File: config.mk
export PLATFORM = sky130hd
export DESIGN_NAME = sct_cell
export DESIGN_NICKNAME = d
export VERILOG_FILES = /design/src/design/sct_pkg.sv /design/src/design/sct_cell.sv
export SDC_FILE = /design/constraint.sdc
export NUM_CORES = 1
export LEC_CHECK = 0
export BUFFER_PORTS_ARGS = -buffer_cell sky130_fd_sc_hd__buf_2
export CELL_PAD_IN_SITES_DETAIL_PLACEMENT = 2
export CELL_PAD_IN_SITES_GLOBAL_PLACEMENT = 2
export CORE_MARGIN = 2
export CORE_UTILIZATION = 29
export DETAILED_ROUTE_END_ITERATION = 6
export PLACE_DENSITY_LB_ADDON = 0.1
export SYNTH_ARGS = -nofsm -noshare
export SYNTH_HDL_FRONTEND = slang
export SYNTH_SLANG_ARGS = --single-unit
export TNS_END_PERCENT = 1
File: constraint.sdc
create_clock -name clk -period 4.5 [get_ports clk]
set_clock_uncertainty 0.05 [all_clocks]
set_input_delay 0.675 -clock clk [delete_from_list [all_inputs] [get_ports clk]]
set_output_delay 0.675 -clock clk [all_outputs]
set_load 0.01 [all_outputs]
File: src/design/sct_pkg.sv
// Shared types and codes for the sorted card table.
`timescale 1ns / 1ps
`default_nettype none
package sct_pkg;

	localparam int KEY_W = 8;
	localparam int PAY_W = 3;
	localparam int POS_W = 7;
	localparam int CNT_OUT_W = 8;

	localparam logic [1:0] OP_INS_FRONT  = 2'd0;
	localparam logic [1:0] OP_INS_SORTED = 2'd1;
	localparam logic [1:0] OP_READ       = 2'd2;
	localparam logic [1:0] OP_REMOVE     = 2'd3;

	typedef struct packed {
		logic [1:0]       operation;
		logic [KEY_W-1:0] card_key;
		logic [PAY_W-1:0] card_payload;
		logic [POS_W-1:0] position;
	} req_t;

	typedef struct packed {
		logic                 ok;
		logic [KEY_W-1:0]     out_key;
		logic [PAY_W-1:0]     out_payload;
		logic [CNT_OUT_W-1:0] entry_count;
	} rsp_t;

	// Operation broadcast to every cell while a wave is in flight.
	typedef struct packed {
		logic             ins;
		logic             rd;
		logic             rm;
		logic             en;
		logic [KEY_W-1:0] key;
	} cmd_t;

	// Token that walks the chain one cell per cycle.
	typedef struct packed {
		logic             vld;
		logic             placed;
		logic [KEY_W-1:0] carry_key;
		logic [PAY_W-1:0] carry_pay;
		logic [KEY_W-1:0] res_key;
		logic [PAY_W-1:0] res_pay;
	} wave_t;

endpackage
`default_nettype wire

File: src/design/sct_cell.sv
// One table slot: holds an entry and acts on the wave as it passes.
`timescale 1ns / 1ps
`default_nettype none
module sct_cell
	import sct_pkg::*;
#(
	parameter int IDX = 0,
	parameter int CMP_W = 8
) (
	input  wire logic             clk,
	input  wire logic             arst_n,
	input  wire cmd_t             cmd,
	input  wire logic [CMP_W-1:0] pos,
	input  wire logic [CMP_W-1:0] cnt,
	input  wire wave_t            wave_in,
	output wave_t                 wave_out,
	input  wire logic [KEY_W-1:0] right_key,
	input  wire logic [PAY_W-1:0] right_pay,
	output logic [KEY_W-1:0]      own_key,
	output logic [PAY_W-1:0]      own_pay
);

	localparam logic [CMP_W-1:0] IDX_C = CMP_W'(IDX);
	localparam logic [CMP_W-1:0] NEXT_C = CMP_W'(IDX + 1);
	localparam bit FIRST = (IDX == 0);

	logic [KEY_W-1:0] key_q;
	logic [PAY_W-1:0] pay_q;
	wave_t            wave_q;
	wave_t            wave_nxt;
	logic             act;
	logic             hit;
	logic             store;
	logic             take_right;

	assign act = wave_in.vld & cmd.en;
	// slot 0 hits only on a strictly greater key, the other slots also on an equal one
	assign hit = FIRST ? (key_q > cmd.key) : (key_q >= cmd.key);

	always_comb begin
		wave_nxt   = wave_in;
		store      = 1'b0;
		take_right = 1'b0;
		if (act) begin
			if (cmd.ins) begin
				if (IDX_C < cnt) begin
					if (wave_in.placed || hit) begin
						store              = 1'b1;
						wave_nxt.carry_key = key_q;
						wave_nxt.carry_pay = pay_q;
						wave_nxt.placed    = 1'b1;
					end
				end else if (IDX_C == cnt) begin
					store           = 1'b1;
					wave_nxt.placed = 1'b1;
				end
			end
			if ((cmd.rd || cmd.rm) && IDX_C == pos) begin
				wave_nxt.res_key = key_q;
				wave_nxt.res_pay = pay_q;
			end
			if (cmd.rm && IDX_C >= pos && NEXT_C < cnt) begin
				take_right = 1'b1;
			end
		end
	end

	always_ff @(posedge clk) begin
		if (store) begin
			key_q <= wave_in.carry_key;
			pay_q <= wave_in.carry_pay;
		end else if (take_right) begin
			key_q <= right_key;
			pay_q <= right_pay;
		end
	end

	always_ff @(posedge clk or negedge arst_n) begin
		if (!arst_n) begin
			wave_q <= '0;
		end else begin
			wave_q <= wave_nxt;
		end
	end

	assign wave_out = wave_q;
	assign own_key  = key_q;
	assign own_pay  = pay_q;

endmodule
`default_nettype wire

-- Word level (Yosys, flattened, before mapping)
Index checks and enable logic that the tools add are counted.
Widths: inputs -> output; s select.
- bits in registers: 35
- bits in latches: 0
- bits in writable memories: 0
- memory bits (read-only): 0
- bits of input ports: 65
- logic and storage cells: 39
- memories kept: 0
- add/sub/neg operators: 0
- multiply operators: 0
- div/mod/pow operators: 0
- $lt $le $gt $ge: 4
- equal/unequal tests: 0
- shifts and indexed selects: 0
- mux-type cells: 18
- bitwise logic cells: 1
- reductions and logical operators: 8
- operators by type and width (kind ; count):
    $mux 12 ; 2
    $mux 23 ; 1
    $mux 11 ; 2
    $logic_not 8->1 ; 2
    $lt 1x8->1 const A ; 2
    $mux 8 ; 2
    $mux 1 ; 9
    $ge 1x8->1 const A ; 1
    $gt 8x8->1 ; 1
    $mux 3 ; 2
    $logic_and 1x1->1 ; 3
    $logic_or 1x1->1 ; 2
    $reduce_bool 2->1 ; 1
    $and 1x1->1 ; 1

-- Longest topological paths before layout
- depth after elaboration: 7
- gate-level depth with buffers: 8

-- Worst setup path after synthesis
Ideal clock, no wire load.
- path type: input -> register
- start point: in cmd[7] in the netlist's numbering
- end point: reg key_q[0], in the netlist own_key[0] (enable)
- library setup time: 0.383 ns
- arrival time: 2.283 ns
- data required time: 4.067 ns
- path slack: 1.784 ns
- stages on the path: 7
- path buffers: 0
- cell sequence: inv_1 -> ha_1 -> and4_2 -> o2111ai_2 -> a31oi_4 -> nor2_1 -> o22ai_1
- cells in the longest elaborated chain, start to end: 7
- RTL lines (item ; RTL line ; RTL):
    start, declared ; sct_cell.sv:12 ; input wire cmd_t cmd,
    $gt 8x8->1 ; sct_cell.sv:38 ; assign hit = FIRST ? (key_q > cmd.key) : (key_q >= cmd.key);
    $logic_or 1x1->1 ; sct_cell.sv:47 ; if (wave_in.placed || hit) begin
    $mux 1 ; sct_cell.sv:47 ;
    $mux 1 ; sct_cell.sv:46 ; if (IDX_C < cnt) begin
    $mux 1 ; sct_cell.sv:45 ; if (cmd.ins) begin
    $mux 1 ; sct_cell.sv:44 ; if (act) begin
    $reduce_bool 2->1 (no source line) ; - ;
    end signal, assigned ; sct_cell.sv:70 ; key_q <= wave_in.carry_key;
    end signal, assigned ; sct_cell.sv:73 ; key_q <= right_key;
    end, declared ; sct_cell.sv:27 ; logic [KEY_W-1:0] key_q;
No other way between the ends.
A chain may end at the register's enable or synchronous reset.

==> flow_summary.json <==
{
  "ys_ff_latch": 35,
  "netlist_instances": 115,
  "diodes": 0,
  "grt_pass1_vias": 1592,
  "drv_slew": 0,
  "synthArstFlopShare_pct": 68.6,
  "clockRootBuffer": "clkbuf_8",
  "cp.arrival_ps": 2770,
  "status": "completed",
  "cts_setup_buffers": 0,
  "nets": 292,
  "fin_crit_sh_pct": 59.0,
  "core_area_mm2": 0.00592,
  "leakage_nw": 1.21,
  "cts-hold-fix-buffers": 0,
  "drc_errors": 0,
  "vias_per_cell": 4.62,
  "overflow": 0,
  "grt_antenna_before_repair": 0,
  "cts_sinks": 35,
  "ys_seq_area_share_pct": 52.2,
  "yosysMostFrequentCell": "dfrtp_1",
  "ant_nets": 0,
  "ioPinCount": 100,
  "cts-resized-gates": 0,
  "area.growth.synth_to_final_pct": 36.5,
  "synth.cells.most_frequent": "dfrtp_1 (24), mux2_4 (20), mux2_2 (13), edfxtp_1 (11), inv_1 (9)",
  "grt_pass1_wl_um": 7870,
  "worst_slew_margin_rel_pct": 22.8,
  "cts_tree": "done",
  "die_h_um": 82.4,
  "reg2regPathDepth": 6,
  "synth_area_leaders": "dfrtp_1 (34%), edfxtp_1 (19%), mux2_4 (17%), mux2_2 (8.2%), ha_1 (5.6%)",
  "fin_setup_tns_ps": 0,
  "hold_class": "primary input to asynchronous set/reset pin",
  "required_ps": 4620,
  "synth_top_area_share_pct": 33.7,
  "htreeDepth": 2,
  "max_slew.worst_pin.slew_ps": 1150,
  "cts_buffers": 5,
  "grt_start_max_net_pins": 25,
  "end_kind": "register",
  "numPortBuffers": 99,
  "initial_core_util_pct": 30.1,
  "powerDensity_mw_per_mm2": 287,
  "max_freq_ghz": 0.376,
  "drt_iter0_markers": 35,
  "period_needed_ps": 2660,
  "fin_util_pct": 41.1,
  "dr_wl_met2_um": 2710,
  "gp_congestion": 0.768,
  "rows": 28,
  "final_hold_viol_count": 0,
  "cts_buffer_depth": 2,
  "syn_area_mm2": 0.00178,
  "drive_gt1_share_pct": 68.2,
  "crit_path_start_kind": "primary input",
  "avgSynthCellArea_um2": 15.5,
  "via_count": 1364,
  "die_w_um": 82.4,
  "wl_met1_um": 1980,
  "drv_cap": 0,
  "nFillCells": 640,
  "irDropWorstVdd_v": 0.000146,
  "top_layer": "met4",
  "synth_nets": 188,
  "cp_max_fo": 11,
  "synthFlopType": "dfrtp_1",
  "dr.pass1.iters": 2,
  "path_clk_slew_ps": 70,
  "hpwl_um": 4120,
  "track_usage_pct": 16.1,
  "synth_warnings": 0,
  "wire_per_inst_um": 17.4,
  "die-area_mm2": 0.00679,
  "worstSkewPairLatency_ps": 280,
  "crit_type": "primary input to register",
  "wirelength_um": 5140,
  "yosys.area.top_type": "dfrtp_1",
  "ys_types": 29,
  "rsz0062_at_grt": "no",
  "wl_met3_um": 343,
  "setup_viol": 0,
  "synth-edff-count": 11
}
-- worst max-delay path: stages --
cell and delay [ps]:
buf_2 80, inv_1 40, ha_1 310, and4_2 280, a21oi_4 150, a31oi_4 120, o21ai_2 710, mux2_2 410
-- routing by layer --
layer | vias up | global-route usage [%]
met5 | - | 0
met4 | 0 | 5.83
met3 | 11 | 4.67
met2 | 63 | 28.5
met1 | 663 | 18.2
li1 | 627 | -
-- area by class of cell --
cell class              instances  area (um2)  share of cell area (%)
clock inverters                 1        3.75                   0.154
flip-flops and latches         35         931                    38.3
repair buffers                100         503                    20.7
multi-input cells              68         781                    32.1
clock buffers                   7        86.3                    3.55
inverters                       9        33.8                    1.39
well taps                      75        93.8                    3.86
-- final timing paths --
path / from / end / slack, ps
min in group clk: wave_in[23] / wave_out[23]$_DFF_PN0_ / 480
setup / recovery: cmd[7] / wave_out[11]$_DFF_PN0_ / 1840
setup reg to reg: own_key[3]$_DFFE_PP_ / wave_out[11]$_DFF_PN0_ / 1880
hold reg to reg: own_pay[2]$_DFFE_PP_ / wave_out[13]$_DFF_PN0_ / 490
hold / removal: arst_n / wave_out[5]$_DFF_PN0_ / 340
max in group asynchronous: arst_n / wave_out[7]$_DFF_PN0_ / 3680
-- cell usage in the layout (no fill, tap or decap), types with 2 or more instances in the layout --
cell type and count:
buf_2 99, clkbuf_8 6, dfrtp_1 24, edfxtp_1 11, ha_1 8, inv_1 9, mux2_2 13, mux2_4 20
nor2_1 5, nor4_1 2, o21ai_2 2, or4_4 2
-- registers in the layout (all words and copies together), names as in the netlist --
signal / cells
own_pay: 3
own_key: 8
wave_out: 24
-- per-stage QoR --
| step | hold slack, ps | power, W | instances | cell area [um2] | setup WS [ps] |
|---|---|---|---|---|---|
| 6_report | 339 | 0.000699 | 295 | 2430 | 1840 |
| 5_1_grt | 359 | 0.000738 | 295 | 2430 | 1720 |
| 4_1_cts | 337 | 0.000712 | 295 | 2430 | 1790 |
| 3_5_place_dp | 485 | 0.000478 | 287 | 2340 | 1480 |
| 3_3_place_gp | 472 | 0.000472 | 287 | 2340 | 1600 |
| 2_1_floorplan | 329 | 0.000416 | 115 | 1780 | 1780 |
-- cells by family after synthesis --
kind of cell,share of synthesized area [%]
adders and majority gates,5.62
and+or+nand+nor,5.55
buffers and inverters,3.93
muxes,25.1
DFF,52.2
AOI/OAI and AO/OA,7.58
-- where the power goes --
part | internal, W | switching (W)
clock network | 0.000123 | 0.000107
registers | 0.000345 | 0.00000652
logic | 0.0000639 | 0.0000535
No activity file was read; power rests on OpenSTA's default activity.
