`config.mk`:
```
export PLATFORM = sky130hd
export DESIGN_NAME = sct_ctrl
export DESIGN_NICKNAME = d
export VERILOG_FILES = /design/src/design/sct_pkg.sv /design/src/design/sct_ctrl.sv
export SDC_FILE = /design/constraint.sdc
export NUM_CORES = 1
export LEC_CHECK = 0
export BUFFER_PORTS_ARGS = -buffer_cell sky130_fd_sc_hd__buf_4
export CAP_MARGIN = 20
export CORE_UTILIZATION = 51
export CTS_CLUSTER_DIAMETER = 120
export DETAILED_ROUTE_END_ITERATION = 10
export PLACE_DENSITY = 0.8
export SLEW_MARGIN = 30
export SYNTH_ARGS = -nofsm -noshare
export SYNTH_HDL_FRONTEND = slang
export SYNTH_SLANG_ARGS = --single-unit
export TNS_END_PERCENT = 50
```
`constraint.sdc`:
```
create_clock -name clk -period 3.8 [get_ports clk]
set_input_delay 0 -clock clk [delete_from_list [all_inputs] [get_ports clk]]
set_output_delay 0 -clock clk [all_outputs]
set_load 0.02 [all_outputs]
```
`src/design/sct_pkg.sv`:
```
// Shared types and codes for the sorted card table.
`timescale 1ns / 1ps
`default_nettype none
package sct_pkg;

	localparam int KEY_W = 8;
	localparam int PAY_W = 3;
	localparam int POS_W = 7;
	localparam int CNT_OUT_W = 8;

	localparam logic [1:0] OP_INS_FRONT  = 2'd0;
	localparam logic [1:0] OP_INS_SORTED = 2'd1;
	localparam logic [1:0] OP_READ       = 2'd2;
	localparam logic [1:0] OP_REMOVE     = 2'd3;

	typedef struct packed {
		logic [1:0]       operation;
		logic [KEY_W-1:0] card_key;
		logic [PAY_W-1:0] card_payload;
		logic [POS_W-1:0] position;
	} req_t;

	typedef struct packed {
		logic                 ok;
		logic [KEY_W-1:0]     out_key;
		logic [PAY_W-1:0]     out_payload;
		logic [CNT_OUT_W-1:0] entry_count;
	} rsp_t;

	// Operation broadcast to every cell while a wave is in flight.
	typedef struct packed {
		logic             ins;
		logic             rd;
		logic             rm;
		logic             en;
		logic [KEY_W-1:0] key;
	} cmd_t;

	// Token that walks the chain one cell per cycle.
	typedef struct packed {
		logic             vld;
		logic             placed;
		logic [KEY_W-1:0] carry_key;
		logic [PAY_W-1:0] carry_pay;
		logic [KEY_W-1:0] res_key;
		logic [PAY_W-1:0] res_pay;
	} wave_t;

endpackage
`default_nettype wire

```
`src/design/sct_ctrl.sv`:
```
// Request decode, entry counter, wave launch and response buffering.
`timescale 1ns / 1ps
`default_nettype none
module sct_ctrl
	import sct_pkg::*;
#(
	parameter int CAPACITY = 128
) (
	input  wire logic clk,
	input  wire logic arst_n,
	input  wire logic req_valid,
	output logic      req_ready,
	input  wire req_t req,
	output logic      rsp_valid,
	input  wire logic rsp_ready,
	output rsp_t      rsp,
	output cmd_t      cmd,
	output logic [((($clog2(CAPACITY + 1)) > POS_W) ? $clog2(CAPACITY + 1) : POS_W)-1:0] pos,
	output logic [((($clog2(CAPACITY + 1)) > POS_W) ? $clog2(CAPACITY + 1) : POS_W)-1:0] cnt,
	output wave_t     launch,
	input  wire wave_t tail
);

	localparam int CNT_W = $clog2(CAPACITY + 1);
	localparam int CMP_W = (CNT_W > POS_W) ? CNT_W : POS_W;
	localparam int EXT_W = (CNT_W > CNT_OUT_W) ? CNT_W : CNT_OUT_W;
	localparam logic [CMP_W-1:0] CAP_C = CMP_W'(CAPACITY);

	typedef enum logic [2:0] {
		S_IDLE = 3'b001,
		S_RUN  = 3'b010,
		S_HOLD = 3'b100
	} state_t;

	state_t           state_q;
	state_t           state_nxt;
	logic [CNT_W-1:0] count_q;
	cmd_t             cmd_q;
	logic [CMP_W-1:0] pos_q;
	logic [CMP_W-1:0] cnt_q;
	wave_t            launch_q;
	rsp_t             rsp_q;
	rsp_t             hold_q;
	logic             rsp_vld_q;

	logic             accept;
	logic             is_ins;
	logic             is_rd;
	logic             is_rm;
	logic             ok;
	logic [CMP_W-1:0] cnt_ext;
	logic [CMP_W-1:0] pos_ext;
	logic [EXT_W-1:0] cnt_wide;
	logic             out_free;
	logic             load_tail;
	logic             load_hold;
	logic             to_hold;
	rsp_t             tail_rsp;

	assign req_ready = (state_q == S_IDLE);
	assign accept    = req_valid & req_ready;

	assign is_ins  = (req.operation == OP_INS_FRONT) || (req.operation == OP_INS_SORTED);
	assign is_rd   = (req.operation == OP_READ);
	assign is_rm   = (req.operation == OP_REMOVE);
	assign cnt_ext = CMP_W'(count_q);
	assign pos_ext = CMP_W'(req.position);
	assign ok      = is_ins ? (cnt_ext < CAP_C) : (pos_ext < cnt_ext);

	assign cnt_wide = EXT_W'(count_q);
	always_comb begin
		tail_rsp             = '0;
		tail_rsp.ok          = cmd_q.en;
		tail_rsp.out_key     = tail.res_key;
		tail_rsp.out_payload = tail.res_pay;
		tail_rsp.entry_count = cnt_wide[CNT_OUT_W-1:0];
	end

	assign out_free = !rsp_vld_q || rsp_ready;

	always_comb begin
		state_nxt = state_q;
		load_tail = 1'b0;
		load_hold = 1'b0;
		to_hold   = 1'b0;
		case (state_q)
			S_IDLE: begin
				if (accept) begin
					state_nxt = S_RUN;
				end
			end
			S_RUN: begin
				if (tail.vld) begin
					if (out_free) begin
						load_tail = 1'b1;
						state_nxt = S_IDLE;
					end else begin
						to_hold   = 1'b1;
						state_nxt = S_HOLD;
					end
				end
			end
			S_HOLD: begin
				if (out_free) begin
					load_hold = 1'b1;
					state_nxt = S_IDLE;
				end
			end
			default: begin
				state_nxt = S_IDLE;
			end
		endcase
	end

	always_ff @(posedge clk or negedge arst_n) begin
		if (!arst_n) begin
			state_q   <= S_IDLE;
			count_q   <= '0;
			launch_q  <= '0;
			rsp_vld_q <= 1'b0;
		end else begin
			state_q      <= state_nxt;
			launch_q.vld <= accept;
			if (accept) begin
				launch_q.placed    <= (req.operation == OP_INS_FRONT);
				launch_q.carry_key <= req.card_key;
				launch_q.carry_pay <= req.card_payload;
				launch_q.res_key   <= '0;
				launch_q.res_pay   <= '0;
			end
			if (accept && ok) begin
				if (is_ins) begin
					count_q <= count_q + CNT_W'(1);
				end else if (is_rm) begin
					count_q <= count_q - CNT_W'(1);
				end
			end
			if (load_tail || load_hold) begin
				rsp_vld_q <= 1'b1;
			end else if (rsp_ready) begin
				rsp_vld_q <= 1'b0;
			end
		end
	end

	always_ff @(posedge clk) begin
		if (accept) begin
			cmd_q.ins <= is_ins;
			cmd_q.rd  <= is_rd;
			cmd_q.rm  <= is_rm;
			cmd_q.en  <= ok;
			cmd_q.key <= req.card_key;
			pos_q     <= pos_ext;
			cnt_q     <= cnt_ext;
		end
		if (to_hold) begin
			hold_q <= tail_rsp;
		end
		if (load_tail) begin
			rsp_q <= tail_rsp;
		end else if (load_hold) begin
			rsp_q <= hold_q;
		end
	end

	assign cmd       = cmd_q;
	assign pos       = pos_q;
	assign cnt       = cnt_q;
	assign launch    = launch_q;
	assign rsp       = rsp_q;
	assign rsp_valid = rsp_vld_q;

endmodule
`default_nettype wire

```
== Yosys cells after proc, flatten, opt, wreduce, memory -nomap -nowiden ==
Index checks and enable logic that the tools add are counted.
Widths: inputs -> output; s select.
Cells by class
  add/subtract/negate cells: 2
  magnitude comparators: 2
  equal/unequal tests: 9
  mux-type cells: 19
  bitwise operators: 1
  reduce and logical (&&, ||, !) cells: 11
Operators by type and width (number)
  $mux 20: 2
  $mux 8: 2
  $mux 3: 4
  $mux 1: 10
  $pmux 3 s3: 1
  $add 8x1->8 const B: 1
  $lt 7x8->1: 1
  $lt 8x8->1 const B: 1
  $sub 8x1->8 const B: 1
  $reduce_bool 2->1: 3
  $eq 2x2->1 const B: 2
  $ne 2x2->1 const B: 2
  $eq 3x1->1 const B: 1
  $eq 3x2->1 const B: 1
  $eq 3x3->1 const B: 1
  $logic_or 1x1->1: 3
  $reduce_and 3->1: 1
  $eq 2x1->1 const B: 1
  $logic_not 2->1: 1
  $ne 2x1->1 const B: 1
  $reduce_and 2->1: 1
  $and 1x1->1: 1
  $logic_and 1x1->1: 1
  $logic_not 1->1: 1
Storage, ports and cells
  flip-flop bits (word level): 92
  input port bits: 48

== Logic depth before layout (Yosys ltp) ==
Gate-level depths: netlist of run 1.
  depth after elaboration: 7
  gate-level depth with buffers: 9

== Worst setup path after synthesis of run 1 ==
OpenSTA, ideal clock, no wires.
  path type: flip-flop to flip-flop
  start: register rsp_vld_q (netlist: rsp_valid)
  end: register hold_q[0] (netlist bit), enable pin
  library setup time: 0.449 ns
  arrival time: 2.704 ns
  data required time: 3.351 ns
  setup slack: 0.647 ns
  cell stages (with the launch flop): 4
  path buffers: 1
  clock period less this slack: 3.153 ns
  cells stage by stage: dfrtp_1 > nand2b_1 > clkbuf_1 > nor4bb_1
Between the ends
  longest elaborated chain between the ends: 5
RTL lines
  start: declaration: line sct_ctrl.sv:44  | logic rsp_vld_q;
  start signal: assignment: line sct_ctrl.sv:120  | rsp_vld_q <= 1'b0;
  start signal: assignment: line sct_ctrl.sv:139  | rsp_vld_q <= 1'b1;
  start signal: assignment: line sct_ctrl.sv:141  | rsp_vld_q <= 1'b0;
  $logic_not 1->1: line sct_ctrl.sv:79  | assign out_free = !rsp_vld_q || rsp_ready;
  $logic_or 1x1->1: line sct_ctrl.sv:79
  $mux 1: line sct_ctrl.sv:94  | if (out_free) begin
  $mux 1: line sct_ctrl.sv:93  | if (tail.vld) begin
  $mux 1: line sct_ctrl.sv:86  | case (state_q)
  net to_hold: line sct_ctrl.sv:57  | logic to_hold;
  end signal: assignment: line sct_ctrl.sv:157  | hold_q <= tail_rsp;
  end: declaration: line sct_ctrl.sv:43  | rsp_t hold_q;
The timed path passes the listed nets, and every way through them passes these cells.
A chain may end at the register's enable or synchronous reset.

== Final worst setup path of run 1 ==
  start: register state_q[0]
  end: register pos_q[6] (netlist: pos[6]), enable pin
Between the ends
  longest elaborated chain between the ends: 2
RTL lines
  start: declaration: line sct_ctrl.sv:35  | state_t state_q;
  start signal: assignment: line sct_ctrl.sv:122  | state_q <= state_nxt;
  $eq 3x1->1: line sct_ctrl.sv:60  | assign req_ready = (state_q == S_IDLE);
  $and 1x1->1: line sct_ctrl.sv:61  | assign accept = req_valid & req_ready;
  end signal: assignment: line sct_ctrl.sv:153  | pos_q <= pos_ext;
  end: declaration: line sct_ctrl.sv:39  | logic [CMP_W-1:0] pos_q;
No other way between the ends.

==> results.tsv, run 1 <==
metric	value	unit
DR vias/cell	4.96	
Worst slew margin	41.5	%
DRT Pass-1 Iters	4	
# fillers	476	
clock sink count	92	
grt ovf	0	
clk buf depth	2	
synthesized flop and latch total	92	
Nets	469	
Post-DP HPWL	4840	um
starting density of the core	52.7	%
Buf/Inv on CP	2	
Root Buffer	clkbuf_8	
M2 GR Usage	35.5	%
RSZ-0062 raised after global routing	no	
critical path fanouts, max	26	
grt met1 use	25.0	%
syn_area_per_cell	14.0	um^2
global-route wire length before repair	11900	um
Die ar.	0.00785	mm^2
cell row count	31	
top post-synthesis cells by area	edfxtp_1, dfrtp_1, nand2_1, ha_1, mux2_2	
Lkg Pwr	2.21	nW
Worst Tran Pin Value	0.877	ns
Final Hold Fails	0	
# H-tree levels	3	
Vias	2537	
Setup Fix Bufs, Post-CTS	0	
area leader, netlist	edfxtp_1	
crit-path cells	nand3b_4 -> or2_2 -> inv_1 -> buf_4	
Async S/R FF share, synth	27.2	%
Top Family by Delay on Critical Path	buffers and inverters	
met3 Use GR	6.16	%
worst hold-check path type	primary input to asynchronous set/reset pin	
fraction of layout cells with a size suffix above 1	33.2	%
WS Path Type	flip-flop to flip-flop	
Tcrit/Tclk final	65.4	%
most used routing layer	met2	
port buffer count	97	
antenna violations before repair	0	
# DRC	0	
max_cap viols	0	
die height	88.6	um
largest net degree at the start of global routing	28	
I/O pins	122	
CTS tree	done	
core area	0.00725	mm^2
fmax	403	MHz
Die X	88.6	um
top-count cell post-synth	edfxtp_1	
clock insertion delay at the later pin of the skew report	0.36	ns
R2R Path Start	state_q[0]	
Worst-path clk slew	0.10	ns
ys flop type	edfxtp_1	
Final min period	2.48	ns
PD cells	580	mW/mm^2
placed cells	462	
Non-Filler Instances	512	
Detailed Route WL	7370	um
Netlist Area Pre-Place	0.00382	mm^2
Hold WS	0.0886	ns
Slowest cell on crit path	inv_1	
Post-synth EDFFs	67	
drt wl/cell	14.4	um
Post-Syn Instances	274	
drt initial violations	87	
count of warnings emitted by yosys	0	
fin util	71.0	%
cts repair resizes	0	
CP endpoint kind	flip-flop	
Max IR drop VDD	333	uV
ant diodes	0	
status	complete, no violations	
Area Growth Syn to Fin	34.7	%
TNS Setup	0	ns
cts bufs inserted	9	
share of the synthesized area in the top cell type	52.6	%
number of global-route vias before repair	2557	
Slew Viols, Final	0	
CP Data Required Time	3.85	ns
CP startpoint kind	flip-flop	
Setup Skew	0.0105	ns
Largest stage delay, worst path	0.69	ns
Seq/Total Area, Yosys	69.0	%
Commonest cells post-synth	edfxtp_1, nand2_1, dfrtp_1	
crit path from	state_q[0]	
final setup vio count	0	
Synth cell types	43	
Pwr Total	2.99	mW
CP arrival	2.53	ns
GRT Total Usage	20.4	%
antenna-violating nets left	0	
RD Place Congestion	0.797	
## stage by stage
stage                     worst slack [ns]  cell area, um^2
after CTS                             1.26             5140
final                                 1.32             5150
after global placement                1.35             4620
after detailed placement              1.25             4620
after floorplan                      0.647             3860
after global routing                  1.15             5150
## area by class of cell
cell class | count | area, um^2 | area share, %
timing repair buffer | 134 | 1090 | 21.2
tap | 99 | 124 | 2.41
sequential | 92 | 2640 | 51.2
clock inverter | 7 | 58.8 | 1.14
inverter | 12 | 45.0 | 0.875
clock buffer | 9 | 124 | 2.41
multi-input combinational | 159 | 1070 | 20.7
## sequential cells by signal (all words and copies together) (netlist names)
name       flops
cnt            8
pos            7
cmd           12
launch        13
state_q        3
rsp           20
cnt_ext        8
hold_q        20
rsp_valid      1
## worst paths after layout
check,to,slack (ns),cells after the start
max,pos[6],1.32,4
min,cnt_ext[3],0.09,2
max reg2reg,pos[6],1.32,4
min reg2reg,launch[19],0.49,2
max in group asynchronous,state_q[0],3.41,2
min in group clk,cmd[9],0.09,2
## cells in the final DEF, fill, tap and decap left out, types with 3 or more instances in the layout
cell type,instances
nand2_1,52
dlygate4sd3_1,34
nor2_1,3
o31ai_1,4
conb_1,12
mux2_2,13
clkbuf_8,9
xor2_1,3
inv_1,11
nor3_1,3
a21oi_1,6
o21ai_0,18
ha_1,12
edfxtp_1,67
dfrtp_1,24
nand2b_1,5
buf_4,100
## routing by layer
layer / share of wire, % / up-vias
li1: - / 1223
met1: 42 / 1212
met2: 51 / 95
met3: 6.2 / 7
met4: 0.98 / 0
met5: 0 / -
## cells by family after synthesis
| logic type | count (synthesis) | synth area share [%] |
|---|---|---|
| other | 1 | 0.0981 |
| buffers and inverters | 34 | 4.68 |
| multiplexers | 13 | 3.83 |
| AO/OA/AOI/OAI | 38 | 6.84 |
| AND/OR/NAND/NOR | 79 | 10.1 |
| adder cells (fa/ha/maj) | 13 | 4.45 |
| XOR/XNOR | 4 | 0.917 |
| flip-flops | 92 | 69.0 |
## power by group
| part | internal [mW] | switching (mW) | total (mW) |
|---|---|---|---|
| registers | 1.30 | 0.134 | 1.43 |
| logic | 0.411 | 0.533 | 0.944 |
| clock network | 0.249 | 0.365 | 0.614 |
| total | 1.96 | 1.03 | 2.99 |
## what timing repair did
action	CTS	global route
endpoints found under the setup margin	0	0
hold buffers	34	0
endpoints found under the hold margin	77	0
Power figures use the tool's default switching activity.
==> run 2: changes to the inputs <==
--- a/config.mk
+++ b/config.mk
@@ -7,10 +7,10 @@
 export LEC_CHECK = 0
 export BUFFER_PORTS_ARGS = -buffer_cell sky130_fd_sc_hd__buf_4
 export CAP_MARGIN = 20
-export CORE_UTILIZATION = 51
+export CORE_UTILIZATION = 46
 export CTS_CLUSTER_DIAMETER = 120
 export DETAILED_ROUTE_END_ITERATION = 10
-export PLACE_DENSITY = 0.8
+export PLACE_DENSITY = 0.76
 export SLEW_MARGIN = 30
 export SYNTH_ARGS = -nofsm -noshare
 export SYNTH_HDL_FRONTEND = slang
==> constraint.sdc (replaced) <==
create_clock -name clk -period 2 [get_ports clk]
set_input_delay 0 -clock clk [delete_from_list [all_inputs] [get_ports clk]]
set_output_delay 0 -clock clk [all_outputs]
set_load 0.02 [all_outputs]
==> results.tsv, run 2 (synthesized netlist as in run 1, its figures left out) <==
metric	value	unit
Clk network pwr share	19.8	%
CP endpoint kind	flip-flop	
Lkg Pwr	2.28	nW
DR vias/cell	4.92	
clock sink count	92	
Slew Viols, Final	0	
RD Place Congestion	0.775	
Die ar.	0.00868	mm^2
global-route wire length before repair	12400	um
fmax	516	MHz
fin util	67.8	%
ant diodes	0	
clk buf depth	2	
starting density of the core	48.5	%
number of global-route vias before repair	2666	
Detailed Route WL	8000	um
Worst-path clk slew	0.08	ns
critical path fanouts, max	3	
Reg power frac	44.2	%
I/O pins	122	
Die X	93.2	um
GRT Total Usage	19.0	%
placed cells	477	
Final Hold Fails	0	
Max IR drop VDD	648	uV
CP startpoint kind	flip-flop	
worst hold-check path type	primary input to asynchronous set/reset pin	
DRT Pass-1 Iters	4	
fraction of layout cells with a size suffix above 1	39.1	%
CTS tree	done	
Setup Skew	0.0138	ns
final setup vio count	0	
drt wl/cell	15.1	um
R2R Path Start	cnt_ext[1]	
CP arrival	2.17	ns
antenna-violating nets left	0	
die height	93.2	um
PD cells	1130	mW/mm^2
switch share	33.2	%
Area Growth Syn to Fin	39.9	%
cell row count	32	
Vias	2601	
antenna violations before repair	0	
cts bufs inserted	9	
clock insertion delay at the later pin of the skew report	0.36	ns
CP Data Required Time	2.23	ns
commonest non-fill, non-tap cell in the layout	buf_4	
combinational share of power	36.0	%
status	complete, no violations	
Tcrit/Tclk final	96.8	%
Hold WS	0.0928	ns
WS Path Type	flip-flop to flip-flop	
# H-tree levels	3	
Post-DP HPWL	5190	um
Pwr Total	6.07	mW
largest net degree at the start of global routing	32	
Non-Filler Instances	529	
max_cap viols	0	
Nets	483	
drt initial violations	124	
port buffer count	97	
most frequent cells in the layout	buf_4, edfxtp_1, nand2_1	
grt ovf	0	
Internal Power	4.05	mW
core area	0.00789	mm^2
# DRC	0	
Final min period	1.94	ns
RSZ-0062 raised after global routing	no	
Root Buffer	clkbuf_8	
crit path from	cnt_ext[1]	
Psw	2.01	mW
run 2: changes by cell type in the layout (fill, tap and decap cells not counted), sizes merged:
cell         change
dlygate4sd3      -1
clkbuf           +3
bufinv           +1
buf             +15
inv              -4
clkinvlp         -1
clkinv           +1
run 2: stage by stage:
step                worst slack (ns)  setup TNS, ns  area (um^2)
global placement             -0.0133        -0.0133         4740
detailed placement           -0.0507        -0.0599         4740
finish                        0.0635              0         5350
floorplan                     -0.171          -3.43         3880
global route                0.000727              0         5350
CTS                         0.000922              0         5310
run 2: final cells by class:
type	count	area, um^2
Fill cell	530	2540
Timing Repair Buffer	148	1220
Clock inverter	4	51.3
Tap cell	102	128
Multi-Input combinational cell	159	1130
Inverter	12	45.0
Clock buffer	12	135
Sequential cell	92	2640
run 2: worst max-delay path, cell delays in order, from the launching register on:
cell and delay [ns]:
dfrtp_1 0.38, ha_1 0.27, a21o_1 0.17, nand4_1 0.10, o21ai_2 0.08, o41ai_2 0.22
buf_4 0.17, o2bb2ai_1 0.06, or3_1 0.36
run 2: repair_timing:
action	CTS	global route
setup endpoints to repair	2	8
gates resized for setup	6	14
hold endpoints to repair	77	0
hold buffers	33	0
setup buffers	2	1
pin swaps	5	7
run 2: power groups by stage:
stage | clock network, mW | registers [mW] | logic (mW)
6_report | 1.20 | 2.68 | 2.18
5_1_grt | 1.30 | 2.72 | 2.37
4_1_cts | 1.23 | 2.68 | 2.08
3_5_place_dp | 0 | 2.70 | 1.95
3_3_place_gp | 0 | 2.69 | 1.88
2_1_floorplan | 0 | 2.98 | 0.855
run 2: worst paths after layout:
kind                              end  slack (ns)  depth (start not counted)
setup / recovery           cnt_ext[7]        0.06                          8
hold / removal             launch[15]        0.09                          2
setup reg to reg           cnt_ext[7]        0.06                          8
hold reg to reg             hold_q[0]        0.48                          0
max in group asynchronous  state_q[0]        1.60                          2
min in group clk           launch[22]        0.11                          3
run 2: routing by layer:
layer,track usage [%],wire length [um],up-vias,part of all wire [%]
li1,-,-,1250,-
met5,0,0,-,0
met4,8.72,122,0,1.5
met3,5.20,546,13,6.8
met1,22.6,3340,1233,42
met2,32.0,3990,105,50
